## src/hw/rtl/b64sc_pkg.sv

```systemverilog
// Package for the Base64 stream codec: job type, character constants and
// the alphabet mapping functions. No dependencies.
package b64sc_pkg;

    localparam logic MODE_ENCODE = 1'b0;
    localparam logic MODE_DECODE = 1'b1;

    localparam logic [7:0] PAD_CHAR = 8'h3D;

    localparam int QUEUE_DEPTH = 2;
    localparam int QUEUE_AW    = $clog2(QUEUE_DEPTH);

    // One completed group handed from the front to the back.
    typedef struct packed {
        logic [23:0] bits;    // left-aligned group
        logic        mode;    // encode or decode
        logic [2:0]  cnt;     // results to emit, 1..4
        logic [2:0]  nchars;  // encode: characters before padding
        logic        last;    // group closes the message
    } job_t;

    function automatic logic [7:0] enc_char(input logic [5:0] v);
        logic [7:0] w;
        w = {2'b00, v};
        if (v < 6'd26)
            return w + 8'd65;
        else if (v < 6'd52)
            return w + 8'd71;
        else if (v < 6'd62)
            return w - 8'd4;
        else if (v == 6'd62)
            return 8'h2B;
        else
            return 8'h2F;
    endfunction

    function automatic logic [5:0] dec_value(input logic [7:0] c);
        logic [7:0] d;
        d = 8'd0;
        if (c >= 8'h41 && c <= 8'h5A)
            d = c - 8'h41;
        else if (c >= 8'h61 && c <= 8'h7A)
            d = c - 8'h47;
        else if (c >= 8'h30 && c <= 8'h39)
            d = c + 8'd4;
        else if (c == 8'h2B)
            d = 8'd62;
        else if (c == 8'h2F)
            d = 8'd63;
        return d[5:0];
    endfunction

endpackage

```

## src/hw/rtl/b64sc_ifs.sv

```systemverilog
// Channel interfaces of the Base64 stream codec: input beats, result beats
// and the mode write channel. No dependencies.
interface b64sc_in_if;
    logic       valid;
    logic       ready;
    logic [7:0] in_byte;
    logic       in_last;

    modport source (output valid, output in_byte, output in_last, input ready);
    modport sink   (input valid, input in_byte, input in_last, output ready);
endinterface

interface b64sc_out_if;
    logic       valid;
    logic       ready;
    logic [7:0] out_byte;
    logic       out_last;

    modport source (output valid, output out_byte, output out_last, input ready);
    modport sink   (input valid, input out_byte, input out_last, output ready);
endinterface

interface b64sc_cfg_if;
    logic valid;
    logic ready;
    logic mode;

    modport source (output valid, output mode, input ready);
    modport sink   (input valid, input mode, output ready);
endinterface

```

## src/hw/rtl/b64sc_front.sv

```systemverilog
// Front end: accepts input beats and mode writes, gathers groups and pushes
// one job per completed group with results. Needs b64sc_pkg, b64sc_ifs.
module b64sc_front (
    input  logic                clk,
    input  logic                rst_n,
    b64sc_in_if.sink            feed,
    b64sc_cfg_if.sink           cfg,
    output logic                push_valid,
    input  logic                push_ready,
    output b64sc_pkg::job_t     push_data
);
    import b64sc_pkg::*;

    logic        mode_reg,  mode_next;
    logic [23:0] bits_reg,  bits_next;
    logic [1:0]  count_reg, count_next;
    logic [1:0]  pad_reg,   pad_next;

    logic        fire;
    logic [2:0]  n;
    logic        done;
    logic [23:0] gathered;
    logic [23:0] aligned;
    logic [1:0]  pad_upd;
    logic [2:0]  pad_lim;
    logic [2:0]  cnt;
    logic [5:0]  sextet;

    assign feed.ready = push_ready;
    assign cfg.ready  = 1'b1;
    assign fire       = feed.valid && push_ready;
    assign n          = {1'b0, count_reg} + 3'd1;
    assign sextet     = dec_value(feed.in_byte);

    always_comb
    begin
        pad_upd  = pad_reg;
        aligned  = 24'd0;
        cnt      = 3'd0;
        if (mode_reg == MODE_ENCODE)
        begin
            gathered = {bits_reg[15:0], feed.in_byte};
            done     = (n == 3'd3) || feed.in_last;
            unique case (n)
                3'd1:    aligned = {gathered[7:0], 16'd0};
                3'd2:    aligned = {gathered[15:0], 8'd0};
                default: aligned = gathered;
            endcase
            cnt = 3'd4;
        end
        else
        begin
            gathered = {bits_reg[17:0], sextet};
            done     = (n == 3'd4) || feed.in_last;
            if (feed.in_byte == PAD_CHAR)
                pad_upd = (pad_reg == 2'd3) ? 2'd3 : pad_reg + 2'd1;
            else
                pad_upd = 2'd0;
            unique case (n)
                3'd1:    aligned = {gathered[5:0], 18'd0};
                3'd2:    aligned = {gathered[11:0], 12'd0};
                3'd3:    aligned = {gathered[17:0], 6'd0};
                default: aligned = gathered;
            endcase
        end
        pad_lim = {1'b0, pad_upd} + 3'd1;
        if (mode_reg == MODE_DECODE)
            cnt = (n > pad_lim) ? (n - pad_lim) : 3'd0;
    end

    always_comb
    begin
        push_data.bits   = aligned;
        push_data.mode   = mode_reg;
        push_data.cnt    = cnt;
        push_data.nchars = n + 3'd1;
        push_data.last   = feed.in_last;
        push_valid       = feed.valid && done && (cnt != 3'd0);
    end

    always_comb
    begin
        mode_next  = mode_reg;
        bits_next  = bits_reg;
        count_next = count_reg;
        pad_next   = pad_reg;
        if (cfg.valid)
        begin
            mode_next  = cfg.mode;
            bits_next  = 24'd0;
            count_next = 2'd0;
            pad_next   = 2'd0;
        end
        else if (fire)
        begin
            if (done)
            begin
                bits_next  = 24'd0;
                count_next = 2'd0;
                pad_next   = 2'd0;
            end
            else
            begin
                bits_next  = gathered;
                count_next = n[1:0];
                pad_next   = pad_upd;
            end
        end
    end

    always_ff @(posedge clk or negedge rst_n)
    begin
        if (!rst_n)
        begin
            mode_reg  <= MODE_ENCODE;
            bits_reg  <= 24'd0;
            count_reg <= 2'd0;
            pad_reg   <= 2'd0;
        end
        else
        begin
            mode_reg  <= mode_next;
            bits_reg  <= bits_next;
            count_reg <= count_next;
            pad_reg   <= pad_next;
        end
    end

endmodule

```

## src/hw/rtl/b64sc_queue.sv

```systemverilog
// Short job queue between front and back end.
// Depends on b64sc_pkg.
module b64sc_queue (
    input  logic                clk,
    input  logic                rst_n,
    input  logic                push_valid,
    output logic                push_ready,
    input  b64sc_pkg::job_t     push_data,
    output logic                pop_valid,
    input  logic                pop_ready,
    output b64sc_pkg::job_t     pop_data
);
    import b64sc_pkg::*;

    job_t                mem [QUEUE_DEPTH];
    logic [QUEUE_AW-1:0] wr_ptr_reg, wr_ptr_next;
    logic [QUEUE_AW-1:0] rd_ptr_reg, rd_ptr_next;
    logic [QUEUE_AW:0]   fill_reg,   fill_next;
    logic                do_push;
    logic                do_pop;

    assign push_ready = (fill_reg != QUEUE_AW'(0) + (QUEUE_AW+1)'(QUEUE_DEPTH));
    assign pop_valid  = (fill_reg != '0);
    assign pop_data   = mem[rd_ptr_reg];
    assign do_push    = push_valid && push_ready;
    assign do_pop     = pop_valid && pop_ready;

    always_comb
    begin
        wr_ptr_next = wr_ptr_reg;
        rd_ptr_next = rd_ptr_reg;
        fill_next   = fill_reg;
        if (do_push)
            wr_ptr_next = (wr_ptr_reg == QUEUE_AW'(QUEUE_DEPTH - 1)) ? '0
                                                                     : wr_ptr_reg + 1'b1;
        if (do_pop)
            rd_ptr_next = (rd_ptr_reg == QUEUE_AW'(QUEUE_DEPTH - 1)) ? '0
                                                                     : rd_ptr_reg + 1'b1;
        if (do_push && !do_pop)
            fill_next = fill_reg + 1'b1;
        else if (do_pop && !do_push)
            fill_next = fill_reg - 1'b1;
    end

    always_ff @(posedge clk)
    begin
        if (do_push)
            mem[wr_ptr_reg] <= push_data;
    end

    always_ff @(posedge clk or negedge rst_n)
    begin
        if (!rst_n)
        begin
            wr_ptr_reg <= '0;
            rd_ptr_reg <= '0;
            fill_reg   <= '0;
        end
        else
        begin
            wr_ptr_reg <= wr_ptr_next;
            rd_ptr_reg <= rd_ptr_next;
            fill_reg   <= fill_next;
        end
    end

endmodule

```

## src/hw/rtl/b64sc_back.sv

```systemverilog
// Back end: walks the head job into the output register, one result per
// cycle while that register is free. Depends on b64sc_pkg and b64sc_ifs.
module b64sc_back (
    input  logic                clk,
    input  logic                rst_n,
    input  logic                pop_valid,
    output logic                pop_ready,
    input  b64sc_pkg::job_t     pop_data,
    b64sc_out_if.source         result
);
    import b64sc_pkg::*;

    logic [1:0] idx_reg,   idx_next;
    logic       valid_reg, valid_next;
    logic [7:0] byte_reg,  byte_next;
    logic       last_reg,  last_next;

    logic       slot_free;
    logic       emit;
    logic       final_one;
    logic [5:0] sextet;
    logic [7:0] octet;

    assign slot_free = !valid_reg || result.ready;
    assign emit      = pop_valid && slot_free;
    assign final_one = ({1'b0, idx_reg} == pop_data.cnt - 3'd1);
    assign pop_ready = emit && final_one;

    assign result.valid    = valid_reg;
    assign result.out_byte = byte_reg;
    assign result.out_last = last_reg;

    always_comb
    begin
        unique case (idx_reg)
            2'd0:    sextet = pop_data.bits[23:18];
            2'd1:    sextet = pop_data.bits[17:12];
            2'd2:    sextet = pop_data.bits[11:6];
            default: sextet = pop_data.bits[5:0];
        endcase
        unique case (idx_reg)
            2'd0:    octet = pop_data.bits[23:16];
            2'd1:    octet = pop_data.bits[15:8];
            2'd2:    octet = pop_data.bits[7:0];
            default: octet = 8'd0;
        endcase
    end

    always_comb
    begin
        idx_next   = idx_reg;
        valid_next = valid_reg;
        byte_next  = byte_reg;
        last_next  = last_reg;
        if (emit)
        begin
            valid_next = 1'b1;
            last_next  = pop_data.last && final_one;
            if (pop_data.mode == MODE_DECODE)
                byte_next = octet;
            else if ({1'b0, idx_reg} < pop_data.nchars)
                byte_next = enc_char(sextet);
            else
                byte_next = PAD_CHAR;
            idx_next = final_one ? 2'd0 : idx_reg + 2'd1;
        end
        else if (result.ready)
            valid_next = 1'b0;
    end

    always_ff @(posedge clk or negedge rst_n)
    begin
        if (!rst_n)
        begin
            idx_reg   <= 2'd0;
            valid_reg <= 1'b0;
        end
        else
        begin
            idx_reg   <= idx_next;
            valid_reg <= valid_next;
        end
    end

    always_ff @(posedge clk)
    begin
        byte_reg <= byte_next;
        last_reg <= last_next;
    end

endmodule

```

## src/hw/rtl/base64_stream_codec.sv

```systemverilog
// Top level of the Base64 stream codec: front end, job queue, back end.
// Depends on b64sc_pkg, b64sc_ifs, b64sc_front, b64sc_queue, b64sc_back.
//
//   channel  role    beat
//   -------  ------  ------------------------------------------
//   cfg      sink    mode (0 encode, 1 decode), clears the group
//   feed     sink    in_byte, in_last
//   result   source  out_byte, out_last
//
// Takes one input beat per cycle while the two-entry job queue has room.
// The back end sends one result per cycle unless stalled, so encoding runs
// at four results per three input beats; a job is queued, its results
// registered. Reset is asynchronous, active low; no clearing pass. A stalled
// result holds the output register; the queue absorbs the front.
module base64_stream_codec (
    input  logic        clk,
    input  logic        rst_n,
    b64sc_cfg_if.sink   cfg,
    b64sc_in_if.sink    feed,
    b64sc_out_if.source result
);
    import b64sc_pkg::*;

    logic push_valid;
    logic push_ready;
    job_t push_data;
    logic pop_valid;
    logic pop_ready;
    job_t pop_data;

    b64sc_front u_front (
        .clk        (clk),
        .rst_n      (rst_n),
        .feed       (feed),
        .cfg        (cfg),
        .push_valid (push_valid),
        .push_ready (push_ready),
        .push_data  (push_data)
    );

    b64sc_queue u_queue (
        .clk        (clk),
        .rst_n      (rst_n),
        .push_valid (push_valid),
        .push_ready (push_ready),
        .push_data  (push_data),
        .pop_valid  (pop_valid),
        .pop_ready  (pop_ready),
        .pop_data   (pop_data)
    );

    b64sc_back u_back (
        .clk       (clk),
        .rst_n     (rst_n),
        .pop_valid (pop_valid),
        .pop_ready (pop_ready),
        .pop_data  (pop_data),
        .result    (result)
    );

endmodule
```

## src/flat_wrapper.sv

```systemverilog
// flat-port wrapper written by rule: the top's interface ports become plain ports
module base64_stream_codec_flat import b64sc_pkg::*;
  (clk, rst_n, cfg_valid, cfg_mode, cfg_ready, feed_valid, feed_in_byte, feed_in_last, feed_ready, result_valid, result_out_byte, result_out_last, result_ready);
  b64sc_cfg_if cfg_i ();
  b64sc_in_if feed_i ();
  b64sc_out_if result_i ();
  input  logic clk;
  input  logic rst_n;
  input wire logic [$bits(cfg_i.valid)-1:0] cfg_valid;
  input wire logic [$bits(cfg_i.mode)-1:0] cfg_mode;
  output wire logic [$bits(cfg_i.ready)-1:0] cfg_ready;
  input wire logic [$bits(feed_i.valid)-1:0] feed_valid;
  input wire logic [$bits(feed_i.in_byte)-1:0] feed_in_byte;
  input wire logic [$bits(feed_i.in_last)-1:0] feed_in_last;
  output wire logic [$bits(feed_i.ready)-1:0] feed_ready;
  output wire logic [$bits(result_i.valid)-1:0] result_valid;
  output wire logic [$bits(result_i.out_byte)-1:0] result_out_byte;
  output wire logic [$bits(result_i.out_last)-1:0] result_out_last;
  input wire logic [$bits(result_i.ready)-1:0] result_ready;
  assign cfg_i.valid = cfg_valid;
  assign cfg_i.mode = cfg_mode;
  assign cfg_ready = cfg_i.ready;
  assign feed_i.valid = feed_valid;
  assign feed_i.in_byte = feed_in_byte;
  assign feed_i.in_last = feed_in_last;
  assign feed_ready = feed_i.ready;
  assign result_valid = result_i.valid;
  assign result_out_byte = result_i.out_byte;
  assign result_out_last = result_i.out_last;
  assign result_i.ready = result_ready;
  base64_stream_codec u_core (.clk(clk), .rst_n(rst_n), .cfg(cfg_i), .feed(feed_i), .result(result_i));
endmodule
```

## config.mk

```make
export PLATFORM = sky130hd
export DESIGN_NAME = base64_stream_codec_flat
export DESIGN_NICKNAME = d
export VERILOG_FILES = /design/src/hw/rtl/b64sc_pkg.sv /design/src/hw/rtl/b64sc_ifs.sv /design/src/hw/rtl/b64sc_front.sv /design/src/hw/rtl/b64sc_queue.sv /design/src/hw/rtl/b64sc_back.sv /design/src/hw/rtl/base64_stream_codec.sv /design/src/flat_wrapper.sv
export SDC_FILE = /design/constraint.sdc
export NUM_CORES = 1
export LEC_CHECK = 0
export BUFFER_PORTS_ARGS = -buffer_cell sky130_fd_sc_hd__clkbuf_2
export CELL_PAD_IN_SITES_DETAIL_PLACEMENT = 0
export CELL_PAD_IN_SITES_GLOBAL_PLACEMENT = 1
export CORE_MARGIN = 2
export CORE_UTILIZATION = 52
export CTS_BUF_LIST = sky130_fd_sc_hd__clkbuf_4
export CTS_CLUSTER_SIZE = 40
export DETAILED_ROUTE_END_ITERATION = 8
export GPL_TIMING_DRIVEN = 0
export PLACE_DENSITY_LB_ADDON = 0.08
export REMOVE_ABC_BUFFERS = 1
export SYNTH_ARGS = -nofsm -noshare
export SYNTH_HDL_FRONTEND = slang
export SYNTH_SLANG_ARGS = --single-unit
```

## constraint.sdc

```tcl
create_clock -name clk -period 6.7 [get_ports clk]
set_clock_uncertainty 0.2 [all_clocks]
set_input_delay 1.005 -clock clk [delete_from_list [all_inputs] [get_ports clk]]
set_output_delay 1.005 -clock clk [all_outputs]
set_load 0.01 [all_outputs]
```

==> reports/results.ini, run 1 <==
[status]
status=completed

[sta]
rsz0062_at_grt=false
fmax_mhz=202
period_share_pct=73.8
setup_viol=0
finalHoldViolCount=0
period_minus_slack_ps=4940
maxSlewViolCount=0
fin_setup_tns_ps=0
worstMarginPinSlew_ps=1380
setup_slack_ps=1760
slew-limit-headroom_pct=7.14

[synthesis]
yosys-top-cells-area=edfxtp_1 35%, dfrtp_1 12%, ha_1 5.7%
ys_warn_count=0
ys.flop_type=edfxtp_1
avgSynthCellArea_um2=10.6
ys_async_sr_fraction_pct=29.1
synth_top_cell_area_share_pct=34.5
synth.distinct_cells=78
synth_edf_count=73
synth_cells=601
ys_seq_area_share_pct=46.4
synth_area_mm2=0.00635
synth_common_cells=81 x nand2_1, 73 x edfxtp_1, 39 x a21oi_1, 35 x o21ai_0, 30 x dfrtp_1
synth_most_common_cell=nand2_1
synth_top_area_cell=edfxtp_1
synth-seq-cells=103

[global_routing]
antenna_found_initial=0
grt_pass1_wl_um=24300
grt_usage_pct=23.8
grt_overflow_total=0
grt_pass1_vias=4623
grt_max_degree=44

[critical_path]
worst_path_largest_cell_delay_ps=1000
cp_max_fo=43
crit_path_end_kind=register
worst-r2r-cell-count=13
worstSetupStartpointType=register
critPathSlowestCell=dfrtp_2
cp_common_cell=inv_1
crit_type=register to register
worstPathRequired_ps=6600
crit_chain=inv_1, a21oi_1, inv_1, ha_1, inv_1, ha_1, nor2b_1, o21ai_0, a32oi_1, nand2_1, nor2_1, o31a_1, nor2b_4
worstPathArrival_ps=4840

[clock_network]
clk_path_buf_depth=2
ctsResizeCount=0
path_clk_slew_ps=150
postCtsSetupRepairBufs=0
cts_made_buffers=9
htreeDepth=3
clock_sinks=103
clkLatencyLatePin_ps=460
cts_hold_buf=0
tritoncts=done
clockRootBuffer=clkbuf_4

[detailed_routing]
first_iter_violations=497
ant_nets=0
wl_per_cell_um=19.6
dr.pass1.iters=6
viasPerCell=6.25
route.detailed.drc=0
via_count=4741
wl_um=14800

[floorplanning]
die_h_um=114
die_w_um=114
core_mm2=0.0120
num_rows=40
pin_count=27
die_area_mm2=0.0131
start_util_pct=53.1

[final_layout]
area_growth_pct=5.28
drive_gt1_share_pct=13.6
antenna_cells=0
largest_reg_flops=64
layout.nets=651
fill_cells=1025
utilization_pct=55.9

[placement]
io_buffers=25
place.gp.congestion=0.880
dp_hpwl_um=10700
dp_slack_ps=1330

[hold_path]
hold_depth=2
min_path_type=register to register

[power_and_ir_drop]
ir_drop_mv=0.175
leakage_nw=2.55
power_density_mw_per_mm2=364

[run]
drv_cap=0

## report_power, final
group          switching (mW)  total, mW  internal [mW]  leakage, nW
clock network           0.205      0.366          0.161       0.0918
registers               0.104      0.913          0.809         1.08
logic                   0.684       1.15          0.470         1.37
## final timing paths
| path | from | end | slack (ps) |
|---|---|---|---|
| max | u_core.u_front.mode_reg | u_core.u_queue.mem[0][14] | 1760 |
| min | u_core.u_front.bits_reg[16] | u_core.u_front.bits_reg[16] | 320 |
| max reg2reg | u_core.u_front.mode_reg | u_core.u_queue.mem[0][14] | 1760 |
| min reg2reg | u_core.u_front.bits_reg[16] | u_core.u_front.bits_reg[16] | 320 |
| max in group asynchronous | rst_n | u_core.u_front.mode_reg | 5330 |
| min in group asynchronous | rst_n | u_core.u_back.idx_reg[1] | 410 |
## through the flow
stage | hold slack (ps) | total power [mW] | std cells | instance area (um^2)
after floorplan | 251 | 1.77 | 569 | 6180
after global placement | 271 | 2.05 | 741 | 6490
after detailed placement | 297 | 2.07 | 742 | 6520
after CTS | 332 | 2.44 | 758 | 6680
after global routing | 361 | 2.60 | 758 | 6680
final | 325 | 2.43 | 758 | 6680
## kinds of logic (layout without fill, tap and decap cells)
group | Yosys count | after routing | synth area share [%]
AOI/OAI and AO/OA | 174 | 174 | 20.3
other | 1 | 1 | 0.0591
xor gates and xnor gates | 16 | 16 | 2.21
and+or+nand+nor | 170 | 170 | 12.7
DFF | 103 | 103 | 46.4
muxes | 46 | 46 | 7.99
adders and majority gates | 30 | 30 | 6.03
buffers and inverters | 61 | 71 | 4.34
## metal layers
metal / vias to the layer above / GRT usage, % / part of all wire (%)
li1: 2291 / - / -
met2: 141 / 38.3 / 47
met3: 24 / 4.13 / 5.1
met1: 2285 / 33.0 / 46
met4: 0 / 7.56 / 2.0
met5: - / 0 / 0
## layout by cell type, fill, tap and decap left out, types with 5 or more instances in the layout
| cell type | n |
|---|---|
| mux2_2 | 9 |
| clkbuf_4 | 11 |
| a22o_1 | 8 |
| a211oi_1 | 5 |
| nand2_1 | 81 |
| a31oi_1 | 8 |
| ha_1 | 29 |
| edfxtp_1 | 73 |
| dfrtp_1 | 28 |
| mux2i_1 | 27 |
| nor2b_1 | 13 |
| nor2_1 | 20 |
| o21ai_0 | 35 |
| inv_1 | 29 |
| o211ai_1 | 9 |
| nand2b_1 | 9 |
| or3_1 | 5 |
| o22ai_1 | 6 |
| a21oi_1 | 38 |
| a222oi_1 | 13 |
| nor3_1 | 12 |
| nand3_1 | 11 |
| xnor2_1 | 12 |
| mux2_4 | 6 |
| clkbuf_2 | 25 |
## area by class of cell
type	instances	area, um^2	share of cell area [%]
inverters	29	109	1.63
repair buffers	26	140	2.10
flip-flops and latches	103	2950	44.1
well taps	147	184	2.75
clock buffers	11	82.6	1.24
multi-input cells	437	3140	47.0
clock inverters	5	80.1	1.20
## worst max-delay path: cells and delay by family (launching register included)
family,cells,cell delay (ps)
AOI/OAI and AO/OA,4,910
adders and majority gates,2,600
buffers and inverters,3,580
DFF,1,1000
and+or+nand+nor,4,1280
(Power assumes the default switching activity.)
==> inputs of run 2 (changes only) <==
--- a/config.mk
+++ b/config.mk
@@ -5,11 +5,12 @@
 export SDC_FILE = /design/constraint.sdc
 export NUM_CORES = 1
 export LEC_CHECK = 0
+export ABC_AREA = 1
 export BUFFER_PORTS_ARGS = -buffer_cell sky130_fd_sc_hd__clkbuf_2
 export CELL_PAD_IN_SITES_DETAIL_PLACEMENT = 0
 export CELL_PAD_IN_SITES_GLOBAL_PLACEMENT = 1
 export CORE_MARGIN = 2
-export CORE_UTILIZATION = 52
+export CORE_UTILIZATION = 44
 export CTS_BUF_LIST = sky130_fd_sc_hd__clkbuf_4
 export CTS_CLUSTER_SIZE = 40
 export DETAILED_ROUTE_END_ITERATION = 8
==> constraint.sdc (replaced) <==
create_clock -name clk -period 4.3 [get_ports clk]
set_clock_uncertainty 0.2 [all_clocks]
set_input_delay 0.645 -clock clk [delete_from_list [all_inputs] [get_ports clk]]
set_output_delay 0.645 -clock clk [all_outputs]
set_load 0.01 [all_outputs]
==> run 2 against run 1 <==
  * Synthesized cell count rose by 36%
  * Utilization is 8.1 points lower
  * Global-route usage down 0.76 points
  * Non-clock buffer count rose by 7
  * Largest power group unchanged
==> reports/results.ini, run 2 <==
[status]
status=completed  ; unchanged

[detailed_routing]
wl_met3_um=748  ; was 756 um
first_iter_violations=527  ; was 497
wl_met2_um=8850  ; was 6920 um
viasPerCell=5.52  ; was 6.25
route.detailed.drc=0  ; unchanged
wl_um=18300  ; was 14800 um
dr.pass1.iters=5  ; was 6
wirelength_met1_um=8220  ; was 6860 um
topRoutingLayerUsed=met4  ; unchanged
ant_nets=0  ; unchanged
via_count=5647  ; was 4741
wl_per_cell_um=17.9  ; was 19.6 um

[clock_network]
cts_made_buffers=9  ; unchanged
tritoncts=done  ; unchanged
clock_sinks=103  ; unchanged
htreeDepth=3  ; unchanged
clk_path_buf_depth=2  ; unchanged
path_clk_slew_ps=190  ; was 150 ps
clkLatencyLatePin_ps=510  ; was 460 ps
clockRootBuffer=clkbuf_4  ; unchanged

[critical_path]
worst-r2r-cell-count=21  ; was 13
crit_path_end=u_core.u_queue.fill_reg[1]  ; was u_core.u_queue.mem[0][14]
rr_endpoint=u_core.u_queue.fill_reg[1]  ; was u_core.u_queue.mem[0][14]
crit_family=adder cells  ; was simple AND/OR/NAND/NOR gates
worst_path_largest_cell_delay_ps=340  ; was 1000 ps
crit_buf_inv=6  ; was 3
reg2reg_from=u_core.u_front.mode_reg  ; unchanged
cp_num_cells=24  ; was 13
cp_common_cell=inv_1  ; unchanged
worstSetupStartpointType=input port  ; was register
cp-startpoint=feed_in_byte[1]  ; was u_core.u_front.mode_reg
crit_type=input port to register  ; was register to register
crit_path_end_kind=register  ; unchanged
worstPathArrival_ps=4150  ; was 4840 ps
cp_max_fo=9  ; was 43
worstPathRequired_ps=4530  ; was 6600 ps
critPathSlowestCell=ha_1  ; was dfrtp_2
crit_chain=clkbuf_2, inv_1, ha_1, nand3_1, nand2_1, o21ai_0, inv_1, ha_1, inv_1, ha_1, nand2_1, o21ai_0, nand2_1, nor2_1, inv_1, nor2_1, nor2_1, nand3_1, nand3_4, inv_1, ha_1, a21oi_1, o21ai_0, xnor2_1  ; was inv_1, a21oi_1, inv_1, ha_1, inv_1, ha_1, nor2b_1, o21ai_0, a32oi_1, nand2_1, nor2_1, o31a_1, nor2b_4
reg2reg_slack_ps=490  ; was 1760 ps

[final_layout]
layout.nets=875  ; was 651
finalNonFillerCells=1023  ; was 758
mostFrequentLayoutCells=211 x nand2_1, 97 x inv_1, 73 x edfxtp_1, 53 x nor2_1  ; was 81 x nand2_1, 73 x edfxtp_1, 38 x a21oi_1, 35 x o21ai_0
final_common_cell=nand2_1  ; unchanged
drive_gt1_share_pct=12.1  ; was 13.6%
largest_reg_flops=64  ; unchanged
antenna_cells=0  ; unchanged
fin_area_mm2=0.00719  ; was 0.00668 mm^2
area_growth_pct=7.21  ; was 5.28%
fill_cells=1477  ; was 1025

[power_and_ir_drop]
ir_drop_mv=0.190  ; was 0.175 mV
leakage_nw=3.13  ; was 2.55 nW
fin_total_pwr_mw=4.22  ; was 2.43 mW
power_density_mw_per_mm2=587  ; was 364 mW/mm^2

[sta]
finalHoldViolCount=0  ; unchanged
maxSlewViolCount=0  ; unchanged
period_share_pct=91.3
worstMarginPinSlew_ps=1030  ; was 1380 ps
setup_viol=0  ; unchanged
rsz0062_at_grt=false  ; unchanged
period_minus_slack_ps=3920
slew-limit-headroom_pct=31.1  ; was 7.14%
fin_setup_tns_ps=0  ; unchanged
setup_slack_ps=375  ; was 1760 ps
fmax_mhz=255

[synthesis]
synth_top_cell_area_share_pct=32.7  ; was 34.5%
avgSynthCellArea_um2=8.20  ; was 10.6 um^2
synth_top_area_cell=edfxtp_1  ; unchanged
synth_common_cells=211 x nand2_1, 97 x inv_1, 73 x edfxtp_1, 55 x nor2_1, 48 x nand3_1  ; was 81 x nand2_1, 73 x edfxtp_1, 39 x a21oi_1, 35 x o21ai_0, 30 x dfrtp_1
synth_area_mm2=0.00670  ; was 0.00635 mm^2
ys_warn_count=0  ; unchanged
synth_edf_count=73  ; unchanged
ys_async_sr_fraction_pct=29.1  ; unchanged
synth-seq-cells=103  ; unchanged
yosys-top-cells-area=edfxtp_1 33%, nand2_1 12%, dfrtp_1 11%  ; was edfxtp_1 35%, dfrtp_1 12%, ha_1 5.7%
synth_cells=817  ; was 601
synth.distinct_cells=55  ; was 78
ys.flop_type=edfxtp_1  ; unchanged
ys_seq_area_share_pct=43.9  ; was 46.4%
synth_most_common_cell=nand2_1  ; unchanged

[floorplanning]
core_mm2=0.0150  ; was 0.0120 mm^2
pin_count=27  ; unchanged
start_util_pct=44.6  ; was 53.1%
num_rows=45  ; was 40
die_w_um=127  ; was 114 um
die_h_um=127  ; was 114 um
die_area_mm2=0.0162  ; was 0.0131 mm^2

[placement]
dp_hpwl_um=12800  ; was 10700 um
place_area_mm2=0.00688  ; was 0.00652 mm^2
place_inst=997  ; was 742
place.gp.congestion=0.920  ; was 0.880
io_buffers=25  ; unchanged
dp_slack_ps=-573  ; was 1330 ps

[global_routing]
grt_pass1_vias=5582  ; was 4623
antenna_found_initial=0  ; unchanged
grt_usage_pct=23.1  ; was 23.8%
grt_max_degree=48  ; was 44
grt_pass1_wl_um=29200  ; was 24300 um
grt_overflow_total=0  ; unchanged

[run]
drv_cap=0  ; unchanged

[hold_path]
min_path_type=input port to async pin  ; was register to register

run 2: routing by layer:
layer	vias up	track usage [%]
met3	37	3.43
li1	2754	-
met5	-	0
met1	2694	29.7
met4	0	8.79
met2	162	39.4
run 2: how the worst min path moves through the flow:
| stage | cells after the start | end |
|---|---|---|
| detailed placement | 1 | u_core.u_queue.fill_reg[1] |
| CTS | 1 | u_core.u_queue.wr_ptr_reg |
| global route | 1 | u_core.u_back.idx_reg[0] |
| floorplan | 0 | u_core.u_back.idx_reg[0] |
| finish | 1 | u_core.u_back.idx_reg[0] |
| global placement | 1 | u_core.u_queue.fill_reg[1] |
run 2: repair_timing:
item	CTS	global route
gates cloned	2	0
hold endpoints to repair	0	0
pin swaps	4	1
buffers inserted	5	3
hold buffers	0	0
setup endpoints to repair	64	66
gates resized for setup	3	2
run 2: report_power, final:
group | switching [mW] | internal [mW] | total, mW | leakage, nW
clock | 0.362 | 0.184 | 0.546 | 0.0763
combinational | 1.50 | 0.741 | 2.24 | 1.98
sequential | 0.145 | 1.28 | 1.43 | 1.08
total | 2.01 | 2.21 | 4.22 | 3.13
run 2: cell type report:
class	instances	area (um^2)	share of cell area, %
Multi-Input combinational cell	578	3210	44.7
Sequential cell	103	2950	41.0
Inverter	105	397	5.52
Timing Repair Buffer	33	246	3.43
Tap cell	188	235	3.27
Clock inverter	7	81.3	1.13
Clock buffer	9	67.6	0.940
run 2: cells by family after synthesis:
family / synth area share, %
XOR/XNOR: 2.09
multiplexers: 0.803
adder cells (fa/ha/maj): 5.71
AND/OR/NAND/NOR: 24.4
buffers and inverters: 8.94
AO/OA/AOI/OAI: 14.1
other: 0.0559
flip-flops: 43.9
run 2: stage by stage:
stage	hold WS, ps	utilization (%)
detailed placement	296	45.8
global route	53.4	47.8
finish	7.32	47.8
CTS	46.3	47.3
floorplan	149	-
global placement	283	45.6
==> inputs of run 3 (changes only) <==
--- a/config.mk
+++ b/config.mk
@@ -9,6 +9,7 @@
 export BUFFER_PORTS_ARGS = -buffer_cell sky130_fd_sc_hd__clkbuf_2
 export CELL_PAD_IN_SITES_DETAIL_PLACEMENT = 0
 export CELL_PAD_IN_SITES_GLOBAL_PLACEMENT = 1
+export CORE_ASPECT_RATIO = 1.75
 export CORE_MARGIN = 2
 export CORE_UTILIZATION = 44
 export CTS_BUF_LIST = sky130_fd_sc_hd__clkbuf_4
@@ -17,6 +18,7 @@
 export GPL_TIMING_DRIVEN = 0
 export PLACE_DENSITY_LB_ADDON = 0.08
 export REMOVE_ABC_BUFFERS = 1
+export SKIP_CTS_REPAIR_TIMING = 1
 export SYNTH_ARGS = -nofsm -noshare
 export SYNTH_HDL_FRONTEND = slang
 export SYNTH_SLANG_ARGS = --single-unit
==> constraint.sdc (replaced) <==
create_clock -name clk -period 4.3 [get_ports clk]
set_clock_uncertainty 0.2 [all_clocks]
set_input_delay 0 -clock clk [delete_from_list [all_inputs] [get_ports clk]]
set_output_delay 0 -clock clk [all_outputs]
set_load 0.01 [all_outputs]
==> run 3 against run 2 <==
  * Critical endpoint unchanged
  * Register-to-register slack got worse by 110 ps
  * Routed wire length rose by 3.3%
  * Sequential power barely moved
  * The run now ends with hold timing left
  * Clock power rose by 1%
  * Non-clock buffer count rose by 19
  * Critical path depth did not move
  * Global-route usage fell by 0.67 points
  * Design area rose by 2.8%
  * Sequential share of layout area fell by 1.1 points
  * Final cell count rose by 1.5%
  * First-iteration DRC count fell by 44%
==> reports/results.ini, run 3 (same netlist as run 2, synthesis figures left out) <==
[detailed_routing]
route.detailed.drc=0  ; unchanged
viasPerCell=5.43  ; was 5.52
ant_nets=0  ; unchanged
wl_per_cell_um=18.2  ; was 17.9 um
dr.pass1.iters=5  ; unchanged
wl_um=18900  ; was 18300 um
first_iter_violations=296  ; was 527
via_count=5636  ; was 5647

[global_routing]
grt_max_degree=48  ; unchanged
grt_pass1_wl_um=28700  ; was 29200 um
antenna_found_initial=1  ; was 0
grt_pass1_vias=5450  ; was 5582
grt_usage_pct=22.4  ; was 23.1%
grt_overflow_total=0  ; unchanged

[placement]
place.gp.congestion=0.943  ; was 0.920
dp_hpwl_um=14000  ; was 12800 um
io_buffers=25  ; unchanged

[final_layout]
layout.nets=894  ; was 875
largest_reg_flops=64  ; unchanged
drive_gt1_share_pct=12.2  ; was 12.1%
utilization_pct=49.5  ; was 47.8%
mostFrequentLayoutCells=211 x nand2_1, 97 x inv_1, 73 x edfxtp_1, 53 x nor2_1  ; unchanged
area_growth_pct=10.2  ; was 7.21%
fill_cells=1509  ; was 1477
final_common_cell=nand2_1  ; unchanged

[clock_network]
cts_made_buffers=9  ; unchanged
clk_path_buf_depth=2  ; unchanged
clock_sinks=103  ; unchanged
clockRootBuffer=clkbuf_4  ; unchanged
htreeDepth=3  ; unchanged
path_clk_slew_ps=200  ; was 190 ps
clkLatencyLatePin_ps=470  ; was 510 ps
tritoncts=done  ; unchanged

[power_and_ir_drop]
ir_drop_mv=0.256  ; was 0.190 mV
fin_total_pwr_mw=4.30  ; was 4.22 mW
power_density_mw_per_mm2=583  ; was 587 mW/mm^2
leakage_nw=3.23  ; was 3.13 nW

[floorplanning]
die_w_um=97.3  ; was 127 um
core_mm2=0.0149  ; was 0.0150 mm^2
die_area_mm2=0.0163  ; was 0.0162 mm^2
start_util_pct=44.9  ; was 44.6%
num_rows=59  ; was 45
die_h_um=167  ; was 127 um
pin_count=27  ; unchanged

[critical_path]
crit_path_end_kind=register  ; unchanged
reg2reg_slack_ps=380  ; was 490 ps
rr_endpoint=u_core.u_queue.fill_reg[1]  ; unchanged
cp-startpoint=feed_in_byte[6]  ; was feed_in_byte[1]
worst-r2r-cell-count=16  ; was 21
reg2reg_from=u_core.u_front.count_reg[0]  ; was u_core.u_front.mode_reg
worstSetupStartpointType=input port  ; unchanged
worstPathRequired_ps=4470  ; was 4530 ps
worstPathArrival_ps=4130  ; was 4150 ps
crit_type=input port to register  ; unchanged
cp_max_fo=6  ; was 9

[sta]
slew-limit-headroom_pct=37.1  ; was 31.1%
period_share_pct=92.0  ; was 91.3%
maxSlewViolCount=0  ; unchanged
finalHoldViolCount=27  ; was 0
worstMarginPinSlew_ps=940  ; was 1030 ps
fmax_mhz=253  ; was 255 MHz
whs_ps=-24.0  ; was 7.32 ps
setup_viol=0  ; unchanged
rsz0062_at_grt=false  ; unchanged
period_minus_slack_ps=3960  ; was 3920 ps

[status]
violations=hold timing
status=complete, but fails checks  ; was completed

[run]
drv_cap=0  ; unchanged

[hold_path]
min_path_type=input port to async pin  ; unchanged

==> run 3: where the power goes <==
part / switching, mW / leakage, nW / internal (mW)
Clock: 0.356 / 0.0881 / 0.199
Combinational: 1.57 / 2.06 / 0.755
Sequential: 0.142 / 1.08 / 1.28
Total: 2.07 / 3.23 / 2.24
==> run 3: cell type report <==
class	count	area, um^2	area share [%]
timing repair buffer	52	434	5.88
multi-input combinational	578	3210	43.5
clock buffer	9	67.6	0.915
tap	183	229	3.10
sequential	103	2950	39.9
clock inverter	7	95.1	1.29
antenna	1	2.50	0.0339
inverter	105	397	5.37
==> run 3: worst max-delay path by stage <==
stage,endpoint,slack (ps),cells past startpoint
finish,u_core.u_queue.fill_reg[1],340,24
floorplan,u_core.u_queue.mem[0][0],-550,17
global route,u_core.u_queue.fill_reg[1],40,24
global placement,u_core.u_queue.mem[0][30],-1910,17
detailed placement,u_core.u_queue.mem[0][30],-270,17
CTS,u_core.u_queue.mem[0][14],-350,17
==> run 3: per-layer routing <==
metal  wire (um)  share of wire (%)  GRT usage (%)
met3         554                2.9           2.25
met1        6820                 36           23.8
met4        1080                5.7           12.5
met5           0                  0              0
met2       10500                 55           42.5
==> run 3: through the flow <==
| step | instance area, um^2 | setup TNS, ps | worst slack [ps] | std cells |
|---|---|---|---|---|
| finish | 7380 | 0 | 342 | 1038 |
| global route | 7380 | 0 | 44.6 | 1038 |
| CTS | 7030 | -20440 | -350 | 1008 |
| detailed placement | 6870 | -16870 | -274 | 992 |
| global placement | 6850 | -121360 | -1910 | 992 |
| floorplan | 6500 | -35300 | -552 | 784 |
==> run 3: critical path: stages <==
cell and delay (ps):
dlygate4sd3_1 530, clkbuf_2 110, inv_1 180, nand2_1 190
nor2_1 180, nand3_1 180, a21boi_0 270, ha_1 190
inv_1 40, ha_1 350, nand2_1 80, o21ai_0 220
nand2_1 80, nor2_1 90, inv_1 60, nor2_1 200
nor2_1 80, nand3_1 120, nand3_4 190, inv_1 110
ha_1 260, a21oi_1 140, o21ai_0 130, xnor2_1 150
